[config.mk]
export PLATFORM = sky130hd
export DESIGN_NAME = rgb_to_hsv
export DESIGN_NICKNAME = d
export VERILOG_FILES = /design/src/rtl/rth_pkg.sv /design/src/rtl/rth_div_stage.sv /design/src/rtl/rgb_to_hsv.sv
export VERILOG_INCLUDE_DIRS = /design/src /design/src/rtl
export SDC_FILE = /design/constraint.sdc
export NUM_CORES = 2
export LEC_CHECK = 0
export ABC_AREA = 0
export BUFFER_PORTS_ARGS = -buffer_cell sky130_fd_sc_hd__buf_2
export CORE_AREA = 2 2 374 376
export DETAILED_ROUTE_END_ITERATION = 6
export DIE_AREA = 0 0 376 378
export PLACE_DENSITY = 0.52
export SLEW_MARGIN = 20
export SYNTH_ARGS = -nofsm -noshare
export SYNTH_HDL_FRONTEND = slang
export SYNTH_SLANG_ARGS = --single-unit
[constraint.sdc]
create_clock -name aclk -period 8.25 [get_ports aclk]
set_input_delay 1.65 -clock aclk [delete_from_list [all_inputs] [get_ports aclk]]
set_output_delay 1.65 -clock aclk [all_outputs]
set_load 0.01 [all_outputs]
[src/rtl/rgb_to_hsv_defines.svh]
// Assertion macros shared by the rgb_to_hsv RTL files.
`ifndef RGB_TO_HSV_DEFINES_SVH
`define RGB_TO_HSV_DEFINES_SVH
`ifndef SYNTH
// A property that must hold at every clock edge outside reset.
`define RTH_ASSERT(lbl, clk, rstn, prop) \
    lbl: assert property (@(posedge clk) disable iff (!rstn) (prop)) \
        else $error("rgb_to_hsv check failed");
// A condition in one cycle that requires another in the next cycle.
`define RTH_ASSERT_NEXT(lbl, clk, rstn, ante, cons) \
    lbl: assert property (@(posedge clk) disable iff (!rstn) (ante) |=> (cons)) \
        else $error("rgb_to_hsv check failed");
`else
`define RTH_ASSERT(lbl, clk, rstn, prop)
`define RTH_ASSERT_NEXT(lbl, clk, rstn, ante, cons)
`endif
`endif

[src/rtl/rth_pkg.sv]
// Types and constants shared by the rgb_to_hsv pipeline.
`default_nettype none
package rth_pkg;

    localparam int CH_W      = 8;   // width of one colour channel
    localparam int Q_W       = 16;  // width of the hue and saturation fractions
    localparam int HUE_W     = 11;  // holds six times the largest delta
    localparam int DIV_STEPS = Q_W; // one quotient bit per divider stage
    localparam int S_TDATA_W = 3 * CH_W;
    localparam int M_TDATA_W = 2 * Q_W + CH_W;

    // Working state of both long divisions as it travels down the pipe.
    typedef struct packed {
        logic [HUE_W-1:0] hue_rem;
        logic [HUE_W-1:0] hue_div;
        logic [Q_W-1:0]   hue_quo;
        logic [CH_W-1:0]  sat_rem;
        logic [CH_W-1:0]  sat_div;  // also the brightness of the pixel
        logic [Q_W-1:0]   sat_low;
        logic [Q_W-1:0]   sat_quo;
        logic             hue_zero;
        logic             sat_zero;
    } rth_div_t;

endpackage
`default_nettype wire

[src/rtl/rth_div_stage.sv]
// One registered step of the hue and saturation restoring dividers.
`default_nettype none
`include "rgb_to_hsv_defines.svh"
module rth_div_stage import rth_pkg::*; (
    input  wire logic     aclk,
    input  wire logic     aresetn,
    input  wire logic     in_valid,
    output logic          in_ready,
    input  wire rth_div_t in_data,
    output logic          out_valid,
    input  wire logic     out_ready,
    output rth_div_t      out_data
);

    logic             valid_reg;
    logic             valid_next;
    rth_div_t         data_reg;
    rth_div_t         data_next;
    logic [HUE_W:0]   hue_trial;
    logic             hue_ge;
    logic [CH_W:0]    sat_trial;
    logic             sat_ge;

    assign in_ready  = !valid_reg || out_ready;
    assign out_valid = valid_reg;
    assign out_data  = data_reg;

    always_comb begin
        hue_trial = {in_data.hue_rem, 1'b0};
        hue_ge    = hue_trial >= {1'b0, in_data.hue_div};
        sat_trial = {in_data.sat_rem, in_data.sat_low[Q_W-1]};
        sat_ge    = sat_trial >= {1'b0, in_data.sat_div};

        data_next         = in_data;
        data_next.hue_rem = hue_ge ? HUE_W'(hue_trial - {1'b0, in_data.hue_div})
                                   : hue_trial[HUE_W-1:0];
        data_next.hue_quo = {in_data.hue_quo[Q_W-2:0], hue_ge};
        data_next.sat_rem = sat_ge ? CH_W'(sat_trial - {1'b0, in_data.sat_div})
                                   : sat_trial[CH_W-1:0];
        data_next.sat_low = {in_data.sat_low[Q_W-2:0], 1'b0};
        data_next.sat_quo = {in_data.sat_quo[Q_W-2:0], sat_ge};

        valid_next = in_ready ? in_valid : valid_reg;
    end

    always_ff @(posedge aclk) begin
        if (!aresetn) begin
            valid_reg <= 1'b0;
        end else begin
            valid_reg <= valid_next;
        end
    end

    always_ff @(posedge aclk) begin
        if (in_valid && in_ready) begin
            data_reg <= data_next;
        end
    end

    // The partial remainders stay below their divisors after every step.
    `RTH_ASSERT(a_hue_rem_bound, aclk, aresetn, (valid_reg && !data_reg.hue_zero) |-> (data_reg.hue_rem < data_reg.hue_div))
    `RTH_ASSERT(a_sat_rem_bound, aclk, aresetn, (valid_reg && !data_reg.sat_zero) |-> (data_reg.sat_rem < data_reg.sat_div))

endmodule
`default_nettype wire

[src/rtl/rgb_to_hsv.sv]
// Top level of the pipelined RGB to HSV converter.
// Each item passes three front stages, sixteen divider stages and the output register.
// Throughput: one item per clock without back-pressure; each of these stages takes one
// item a cycle, so the rate is set by the single-bit divider step.
// Back-pressure stalls only the stages that hold data, so bubbles close up.
// Reset: synchronous, active low on aresetn; it empties every stage of the pipe.
`default_nettype none
`include "rgb_to_hsv_defines.svh"
module rgb_to_hsv import rth_pkg::*; (
    input  wire logic                 aclk,
    input  wire logic                 aresetn,
    input  wire logic                 s_tvalid,
    output logic                      s_tready,
    input  wire logic [S_TDATA_W-1:0] s_tdata,  // red [7:0], green [15:8], blue [23:16]
    output logic                      m_tvalid,
    input  wire logic                 m_tready,
    output logic [M_TDATA_W-1:0]      m_tdata   // hue [15:0], saturation [31:16],
                                                // brightness [39:32]
);

    // The channel that holds the maximum; red wins ties, then green.
    typedef enum logic [2:0] {
        SEC_RED   = 3'b001,
        SEC_GREEN = 3'b010,
        SEC_BLUE  = 3'b100
    } sector_t;

    // Stage one: maximum, minimum and the sector of the maximum.
    logic            f1_valid_reg;
    logic            f1_valid_next;
    logic            f1_ready;
    logic [CH_W-1:0] f1_red_reg,   f1_red_next;
    logic [CH_W-1:0] f1_green_reg, f1_green_next;
    logic [CH_W-1:0] f1_blue_reg,  f1_blue_next;
    logic [CH_W-1:0] f1_max_reg,   f1_max_next;
    logic [CH_W-1:0] f1_min_reg,   f1_min_next;
    sector_t         f1_sector_reg, f1_sector_next;
    logic [CH_W-1:0] rg_max;
    logic [CH_W-1:0] rg_min;

    // Stage two: delta, six times delta and the signed channel difference.
    logic             f2_valid_reg;
    logic             f2_valid_next;
    logic             f2_ready;
    logic [CH_W-1:0]  f2_max_reg,   f2_max_next;
    logic [CH_W-1:0]  f2_delta_reg, f2_delta_next;
    logic [HUE_W-1:0] f2_six_reg,   f2_six_next;
    logic [CH_W:0]    f2_diff_reg,  f2_diff_next;
    logic             f2_wrap_reg,  f2_wrap_next;
    sector_t          f2_sector_reg;

    // Stage three: hue numerator and the starting state of both dividers.
    logic             f3_valid_reg;
    logic             f3_valid_next;
    logic             f3_ready;
    rth_div_t         f3_data_reg;
    rth_div_t         f3_data_next;
    logic [HUE_W:0]   hue_base;
    logic [HUE_W:0]   hue_num;
    logic [3*CH_W-1:0] sat_dividend;

    // Divider chain; element zero is the output of stage three.
    logic     chain_valid [0:DIV_STEPS];
    logic     chain_ready [0:DIV_STEPS];
    rth_div_t chain_data  [0:DIV_STEPS];

    // Output register.
    logic            out_valid_reg, out_valid_next;
    logic            out_ready;
    logic [Q_W-1:0]  out_hue_reg,    out_hue_next;
    logic [Q_W-1:0]  out_sat_reg,    out_sat_next;
    logic [CH_W-1:0] out_bright_reg, out_bright_next;

    // ------------------------------------------------------------------
    // Stage one. A stage takes a new item whenever it is empty or its own
    // item moves on in the same cycle.
    // ------------------------------------------------------------------
    assign f1_ready = !f1_valid_reg || f2_ready;
    assign s_tready = f1_ready;

    always_comb begin
        f1_red_next   = s_tdata[CH_W-1:0];
        f1_green_next = s_tdata[2*CH_W-1:CH_W];
        f1_blue_next  = s_tdata[3*CH_W-1:2*CH_W];
        rg_max        = (f1_red_next >= f1_green_next) ? f1_red_next : f1_green_next;
        rg_min        = (f1_red_next <= f1_green_next) ? f1_red_next : f1_green_next;
        f1_max_next   = (rg_max >= f1_blue_next) ? rg_max : f1_blue_next;
        f1_min_next   = (rg_min <= f1_blue_next) ? rg_min : f1_blue_next;
        if (f1_red_next == f1_max_next) begin
            f1_sector_next = SEC_RED;
        end else if (f1_green_next == f1_max_next) begin
            f1_sector_next = SEC_GREEN;
        end else begin
            f1_sector_next = SEC_BLUE;
        end
        f1_valid_next = f1_ready ? s_tvalid : f1_valid_reg;
    end

    always_ff @(posedge aclk) begin
        if (s_tvalid && f1_ready) begin
            f1_red_reg    <= f1_red_next;
            f1_green_reg  <= f1_green_next;
            f1_blue_reg   <= f1_blue_next;
            f1_max_reg    <= f1_max_next;
            f1_min_reg    <= f1_min_next;
            f1_sector_reg <= f1_sector_next;
        end
    end

    // ------------------------------------------------------------------
    // Stage two. The hue numerator is k*delta plus a channel difference;
    // here the difference is formed for the sector, and a red maximum with
    // green below blue is flagged so that six deltas are added later.
    // ------------------------------------------------------------------
    assign f2_ready = !f2_valid_reg || f3_ready;

    always_comb begin
        f2_max_next   = f1_max_reg;
        f2_delta_next = f1_max_reg - f1_min_reg;
        f2_six_next   = HUE_W'({3'b000, f2_delta_next} << 2)
                      + HUE_W'({3'b000, f2_delta_next} << 1);
        f2_wrap_next  = 1'b0;
        case (f1_sector_reg)
            SEC_RED: begin
                f2_diff_next = {1'b0, f1_green_reg} - {1'b0, f1_blue_reg};
                f2_wrap_next = f1_green_reg < f1_blue_reg;
            end
            SEC_GREEN: begin
                f2_diff_next = {1'b0, f1_blue_reg} - {1'b0, f1_red_reg};
            end
            SEC_BLUE: begin
                f2_diff_next = {1'b0, f1_red_reg} - {1'b0, f1_green_reg};
            end
            default: begin
                f2_diff_next = '0;
            end
        endcase
        f2_valid_next = f2_ready ? f1_valid_reg : f2_valid_reg;
    end

    always_ff @(posedge aclk) begin
        if (f1_valid_reg && f2_ready) begin
            f2_max_reg    <= f2_max_next;
            f2_delta_reg  <= f2_delta_next;
            f2_six_reg    <= f2_six_next;
            f2_diff_reg   <= f2_diff_next;
            f2_wrap_reg   <= f2_wrap_next;
            f2_sector_reg <= f1_sector_reg;
        end
    end

    // ------------------------------------------------------------------
    // Stage three. The hue numerator never exceeds six deltas; when it
    // equals them the hue is one whole turn, which wraps to zero, so the
    // integer quotient bit is dropped by starting from a zero remainder.
    // The saturation dividend is delta*65535, formed as delta*65536 - delta;
    // its top byte is already below the maximum, so only sixteen quotient
    // bits remain to be found.
    // ------------------------------------------------------------------
    assign f3_ready = !f3_valid_reg || chain_ready[0];

    always_comb begin
        case (f2_sector_reg)
            SEC_RED:   hue_base = f2_wrap_reg ? {1'b0, f2_six_reg} : '0;
            SEC_GREEN: hue_base = {3'b000, f2_delta_reg, 1'b0};
            SEC_BLUE:  hue_base = {2'b00, f2_delta_reg, 2'b00};
            default:   hue_base = '0;
        endcase
        hue_num      = hue_base + {{(HUE_W-CH_W){f2_diff_reg[CH_W]}}, f2_diff_reg};
        sat_dividend = {f2_delta_reg, {Q_W{1'b0}}} - {{Q_W{1'b0}}, f2_delta_reg};

        f3_data_next.hue_div  = f2_six_reg;
        f3_data_next.hue_rem  = (hue_num[HUE_W-1:0] == f2_six_reg) ? '0
                                                                   : hue_num[HUE_W-1:0];
        f3_data_next.hue_quo  = '0;
        f3_data_next.sat_div  = f2_max_reg;
        f3_data_next.sat_rem  = sat_dividend[3*CH_W-1:Q_W];
        f3_data_next.sat_low  = sat_dividend[Q_W-1:0];
        f3_data_next.sat_quo  = '0;
        f3_data_next.hue_zero = f2_delta_reg == '0;
        f3_data_next.sat_zero = f2_max_reg == '0;

        f3_valid_next = f3_ready ? f2_valid_reg : f3_valid_reg;
    end

    always_ff @(posedge aclk) begin
        if (f2_valid_reg && f3_ready) begin
            f3_data_reg <= f3_data_next;
        end
    end

    // ------------------------------------------------------------------
    // Sixteen divider stages, each finding one bit of both quotients.
    // ------------------------------------------------------------------
    assign chain_valid[0] = f3_valid_reg;
    assign chain_data[0]  = f3_data_reg;

    for (genvar i = 0; i < DIV_STEPS; i++) begin : g_div
        rth_div_stage u_stage (
            .aclk      (aclk),
            .aresetn   (aresetn),
            .in_valid  (chain_valid[i]),
            .in_ready  (chain_ready[i]),
            .in_data   (chain_data[i]),
            .out_valid (chain_valid[i+1]),
            .out_ready (chain_ready[i+1]),
            .out_data  (chain_data[i+1])
        );
    end

    // ------------------------------------------------------------------
    // Output register. A grey pixel has no hue and a black pixel has no
    // saturation; both are forced to zero here.
    // ------------------------------------------------------------------
    assign out_ready                = !out_valid_reg || m_tready;
    assign chain_ready[DIV_STEPS]   = out_ready;

    always_comb begin
        out_hue_next    = chain_data[DIV_STEPS].hue_zero ? '0 : chain_data[DIV_STEPS].hue_quo;
        out_sat_next    = chain_data[DIV_STEPS].sat_zero ? '0 : chain_data[DIV_STEPS].sat_quo;
        out_bright_next = chain_data[DIV_STEPS].sat_div;
        out_valid_next  = out_ready ? chain_valid[DIV_STEPS] : out_valid_reg;
    end

    always_ff @(posedge aclk) begin
        if (chain_valid[DIV_STEPS] && out_ready) begin
            out_hue_reg    <= out_hue_next;
            out_sat_reg    <= out_sat_next;
            out_bright_reg <= out_bright_next;
        end
    end

    always_ff @(posedge aclk) begin
        if (!aresetn) begin
            f1_valid_reg  <= 1'b0;
            f2_valid_reg  <= 1'b0;
            f3_valid_reg  <= 1'b0;
            out_valid_reg <= 1'b0;
        end else begin
            f1_valid_reg  <= f1_valid_next;
            f2_valid_reg  <= f2_valid_next;
            f3_valid_reg  <= f3_valid_next;
            out_valid_reg <= out_valid_next;
        end
    end

    assign m_tvalid = out_valid_reg;
    assign m_tdata  = {out_bright_reg, out_sat_reg, out_hue_reg};

    // A black pixel leaves with zero hue and zero saturation.
    `RTH_ASSERT(a_black_pixel, aclk, aresetn, (out_valid_reg && out_bright_reg == '0) |-> (out_sat_reg == '0 && out_hue_reg == '0))
    // A new result only appears when the last divider stage held an item.
    `RTH_ASSERT(a_out_from_chain, aclk, aresetn, $rose(out_valid_reg) |-> $past(chain_valid[DIV_STEPS]))
    // The input side only stalls when the front stages and the output are all full.
    `RTH_ASSERT(a_full_when_stalled, aclk, aresetn, !s_tready |-> (f1_valid_reg && f2_valid_reg && f3_valid_reg && out_valid_reg))

endmodule
`default_nettype wire
Word-level counts from Yosys, hierarchy flattened
Cells that the tools add are included.
{"block": "classes", "muxes": 38, "order_cmp": 37, "eq_ne": 9, "n_reduce_logical": 62, "addsub": 37}
{"operator": "greater-or-equal comparator 12 x 11 -> 1 bit", "count": 16}
{"operator": "2-to-1 mux 11 bit", "count": 16}
{"operator": "subtractor 11 bit", "count": 15}
{"operator": "2-to-1 mux 8 bit", "count": 19}
{"operator": "greater-or-equal comparator 9 x 8 -> 1 bit", "count": 16}
{"operator": "subtractor 8 bit", "count": 16}
{"operator": "one-hot mux 11 bit (3 select lines)", "count": 1}
{"operator": "one-hot mux 9 bit (3 select lines)", "count": 1}
{"operator": "subtractor 8 x 8 -> 9 bit", "count": 3}
{"operator": "subtractor 24 x 8 -> 24 bit", "count": 1}
{"operator": "logical AND 1 bit", "count": 20}
{"operator": "logical NOT 1 bit", "count": 20}
{"operator": "logical OR 1 bit", "count": 20}
{"operator": "equality test 8 bit", "count": 2}
{"operator": "greater-or-equal comparator 8 bit", "count": 2}
{"operator": "<= comparator 8 bit", "count": 2}
{"operator": "logical NOT 8 bit", "count": 2}
{"operator": "adder 10 x 9 -> 11 bit", "count": 1}
{"operator": "adder 11 bit", "count": 1}
{"operator": "equality test 11 bit", "count": 1}
{"operator": "less-than comparator 8 bit", "count": 1}
{"operator": "equality test 3 x 1 -> 1 bit (second input constant)", "count": 2}
{"operator": "equality test 3 x 2 -> 1 bit (second input constant)", "count": 2}
{"operator": "equality test 3 bit (second input constant)", "count": 2}
{"operator": "2-to-1 mux 3 bit", "count": 1}
{"block": "totals", "wordCells": 380, "inputBits": 28, "out_inout_bits": 42, "register_bits": 1201}

Longest topological paths before layout
{"block": "depth", "depth_word": 22, "depth_mapped": 19, "mapped_depth_nobuf": 18}

Hierarchy
From an unflattened synthesis, not the netlist that was laid out.
{"block": "unflattened", "hier_cells": 4875, "area_unflattened_um2": 70594.0}
{"module": "rth_div_stage at g_div[0].u_stage ...", "instances": 11, "cells_per_inst": 258, "seq_area_each_um2": 2632.5, "area_each_um2": 3818.7}
{"module": "rth_div_stage at g_div[13].u_stage ...", "instances": 4, "cells_per_inst": 245, "seq_area_each_um2": 2632.5, "area_each_um2": 3768.6}
{"module": "rgb_to_hsv", "instances": 1, "cells_per_inst": 800, "seq_area_each_um2": 5305.1, "area_each_um2": 9739.3}
{"module": "rth_div_stage at g_div[1].u_stage", "instances": 1, "cells_per_inst": 257, "seq_area_each_um2": 2632.5, "area_each_um2": 3774.9}

Least setup slack after synthesis
Ideal clock, no wire load.
{"block": "synth_timing", "path_kind": "input-to-reg", "start": "input m_tready", "end": "register g_div[13].u_stage.data_reg (netlist bit g_div[13].u_stage.out_data[0]) (enable)", "arrival_time_ps": 6829, "setup_time_ps": 595, "path_slack_ps": 827, "n_path_buf": 0, "t_required_ps": 7655, "cell_stages": 3, "path_cell_list": "nor2b_1 -> and3_1 -> a21boi_0"}
{"block": "synth_between", "elab_chain_cells": 5}
{"item": "start: declaration", "line_no": "rgb_to_hsv.sv:16", "rtl": "input wire logic m_tready,"}
{"item": "logical OR 1 bit", "line_no": "rgb_to_hsv.sv:215", "rtl": "assign out_ready = !out_valid_reg || m_tready;"}
{"item": "logical OR 1 bit (3 in a row)", "line_no": "rth_div_stage.sv:24", "rtl": "assign in_ready = !valid_reg || out_ready;"}
{"item": "logical AND 1 bit", "line_no": "rth_div_stage.sv:55", "rtl": "if (in_valid && in_ready) begin"}
{"item": "end signal: assignment", "line_no": "rth_div_stage.sv:56", "rtl": "data_reg <= data_next;"}
{"item": "end: declaration", "line_no": "rth_div_stage.sv:17", "rtl": "rth_div_t data_reg;"}
Every way passes these cells.
A chain may end at the register's enable or synchronous reset.

Worst setup path in the final report
{"block": "layout_timing", "start": "input s_tdata[15]", "end": "register f1_min_reg[2], data pin"}
{"block": "layout_between", "elab_chain_cells": 4}
{"item": "start: declaration", "line_no": "rgb_to_hsv.sv:14", "rtl": "input wire logic [S_TDATA_W-1:0] s_tdata,"}
{"item": "<= comparator 8 bit", "line_no": "rgb_to_hsv.sv:86", "rtl": "rg_min = (f1_red_next <= f1_green_next) ? f1_red_next : f1_green_next;"}
{"item": "2-to-1 mux 8 bit (*)", "line_no": "rgb_to_hsv.sv:86"}
{"item": "<= comparator 8 bit", "line_no": "rgb_to_hsv.sv:88", "rtl": "f1_min_next = (rg_min <= f1_blue_next) ? rg_min : f1_blue_next;"}
{"item": "2-to-1 mux 8 bit (*)", "line_no": "rgb_to_hsv.sv:88"}
{"item": "net f1_min_next[2]", "line_no": "rgb_to_hsv.sv:36", "rtl": "logic [CH_W-1:0] f1_min_reg, f1_min_next;"}
{"item": "end signal: assignment", "line_no": "rgb_to_hsv.sv:105", "rtl": "f1_min_reg <= f1_min_next;"}
{"item": "end: declaration", "line_no": "rgb_to_hsv.sv:36"}
Mark *: on every way through the listed nets, which the timed path passes. The rest lies on a longest branch.

==> reports/metrics.yaml <==
status: "finished, final reports clean"
syn_inst: 3859
report.final.slew_viol_count: 0
clk_latency_ns: 0.76
grt_max_degree: 64
pwr-share-clk_pct: 44.2
dieWidth_um: 376
power_mw: 13.1
final_cells: 5976
coreArea_um2: 139000
switchingPower_mw: 2.88
htree_num_levels: 4
crit_family: "compound AO/OA/AOI/OAI gates"
nFillCells: 12500
crit_fanout: 11
grt_pass1_wl_um: 155000
crit_arrival_ns: 6.29
synth_area_per_cell_um2: 13.9
syn_area_um2: 53500
nets: 4490
grt_antenna_before_repair: 0
cp-start-kind: "input pin"
clk_path_buf_depth: 3
pwr-share-seq_pct: 49.9
cts.hold.buffers_added: 0
slowest_stage: "a22oi_1"
yosysSeqAreaShare_pct: 64.1
drt_iter0_markers: 1222
power.density_nw_per_um2: 216
intPower_mw: 10.3
drtAntennaViolNets: 0
ir_drop_mv: 0.181
dp_cells: 5738
synthFlopType: "edfxtp_1"
swShare_pct: 21.9
critPathBufInv: 2
cts_setup_buffers: 0
fin_crit_sh_pct: 70.2
cts-root-buf: "clkbuf_16"
cp_common_cell: "o21ai_0"
hold_viol_final: 0
synth_common_cells: "edfxtp_1, inv_1, ha_1, nor2_1, mux2_2"
dp_hpwl_um: 69400
cp.required_ns: 8.75
diodes: 0
synth_warnings: 0
ys_ff_latch: 1148
area_growth_pct: 13.5
io-pin-count: 70
async_flop_share_pct: 0
start_util_pct: 38.6
drc: 0
vias: 28600
portBuffers: 69
die_area_um2: 142000
largest_reg_flops: 954
slew_headroom_pct: 27.5
ys_types: 77
grt-ovfl-total: 0
die_h_um: 378
cts-resized-gates: 0
via_per_inst: 4.79
rsz0062_at_grt: "no"
r2r_end: "chain_data[1492]"
max_freq_mhz: 173
min_delay_worst_endpoint: "g_div[13].u_stage.out_data[10]"
syn_nets: 4285
first_pass_iters: 6
crit_chain: "buf_2 > inv_1 > ha_1 > nand2_1 > nor2_1 > o21ai_0 > a22oi_1 > mux2_2 > ha_1 > nor2b_1 > o21a_1 > o21ai_0 > nand2b_1 > a21oi_1 > o21ai_0 > o21ai_1 > mux2_2"
min_from: "g_div[12].u_stage.out_data[9]"
timing.hold.ws_ns: 0.399
cts_buffers: 131
cts.sinks: 1148
wl_um: 95400
synthTopCellsByArea: "edfxtp_1, ha_1, mux2_2, inv_1, xnor2_1"
grt_pass1_vias: 29600
finClkSkew_ns: 0.0346
tritoncts: "yes"
yosysTopAreaCell: "edfxtp_1"
fin_ws_ns: 2.46
ff2ff_path_depth: 12
tightest_slew_ns: 1.07
finalWeightedCongestion: 0.825
crit_type: "in -> reg"
fin_crit_ns: 5.79
slowest_delay_ns: 0.87
synth_edf_count: 1128
hold-path-cell-count: 0
finalSetupViolCount: 0
cp-startpoint: "s_tdata[15]"
tns_ns: 0
drv_cap: 0
end_kind: "flop"
place_ws_ns: 1.64
p_leak_nw: 23.2
path_clk_slew_ns: 0.06
wl_per_cell_um: 16.0
r2r_setup_slack_ns: 3.69
hp-class: "reg -> reg"
post_route_cells_drive_above_1_share_pct: 12.3
fp-row-count: 137
r2r-start: "f2_sector_reg[1]"
yosysMostFrequentCell: "edfxtp_1"
globalRouteTotalUtil_pct: 13.7
synth_top_area_share_pct: 63.3
combPwrFrac_pct: 6.0
-- kinds of logic after synthesis --
kind of cell               synth area share, %
AOI/OAI and AO/OA                         7.87
xor gates and xnor gates                  3.15
muxes                                     4.69
and+or+nand+nor                           6.53
DFF                                       64.1
adders and majority gates                 9.81
buffers and inverters                     3.90
-- power by group through the flow --
stage / clock (mW) / sequential (mW) / combinational (mW)
after floorplan: 0 / 6.63 / 0.613
after global placement: 0 / 6.68 / 0.781
after detailed placement: 0 / 6.68 / 0.791
after CTS: 6.00 / 6.56 / 0.797
after global routing: 6.22 / 6.56 / 0.896
final: 5.80 / 6.55 / 0.783
-- layout by cell type, fill, tap and decap left out, types with 15 or more instances in the layout --
master and instances:
a21boi_0 59, nand2b_1 41, nand4_1 62, a311oi_1 15
clkinv_1 22, a21o_1 92, ha_1 362, clkbuf_16 134
a21oi_1 108, nand2_1 138, nand3_1 29, xor2_1 68
clkinv_2 22, nor2b_1 100, clkbuf_1 26, nor2_1 231
o21a_1 42, mux2_2 183, mux2i_1 45, buf_2 69
dfxtp_1 20, nor3_1 31, edfxtp_1 1128, a221oi_1 18
and3_1 15, o21ai_0 180, inv_1 531, fa_1 36
xnor2_1 119, buf_4 23
-- worst max path at each step --
stage                                                to  slack [ns]  depth (start not counted)
after global routing                      f1_min_reg[2]        2.14                         17
after global placement                    f1_min_reg[6]        1.61                         17
final                                     f1_min_reg[2]        2.46                         17
after CTS                                 f1_min_reg[2]        2.46                         17
after floorplan           g_div[13].u_stage.out_data[0]        0.83                          3
after detailed placement                  f1_min_reg[7]        1.64                         17
-- routing by layer --
layer	global-route usage, %	part of all wire [%]
met4	4.54	2.5
met1	15.8	42
met5	0	0
met3	2.66	3.4
met2	25.3	52
-- per-stage QoR --
| step | cell area, um^2 | util (%) |
|---|---|---|
| after floorplan | 53500 | - |
| after global placement | 56400 | 40.7 |
| final | 60700 | 43.8 |
| after detailed placement | 56400 | 40.7 |
| after global routing | 60700 | 43.8 |
| after CTS | 60700 | 43.8 |
-- worst reg2reg max path: cells and delay by family, from the launching register on --
family	cells	cell delay (ns)
AOI/OAI and AO/OA	4	0.79
and+or+nand+nor	6	2.39
adders and majority gates	1	0.50
DFF	1	0.43
xor gates and xnor gates	1	0.18
-- area by class of cell --
class                      instances  area, um^2  share of cell area [%]
sequential                      1148       34300                    56.4
multi-input combinational       2160       17300                    28.5
clock buffer                     160        3450                    5.68
tap                             1807        2260                    3.72
inverter                         531        1990                    3.28
clock inverter                    78         913                    1.50
timing repair buffer              92         518                   0.853
Power figures use the tool's default switching activity.
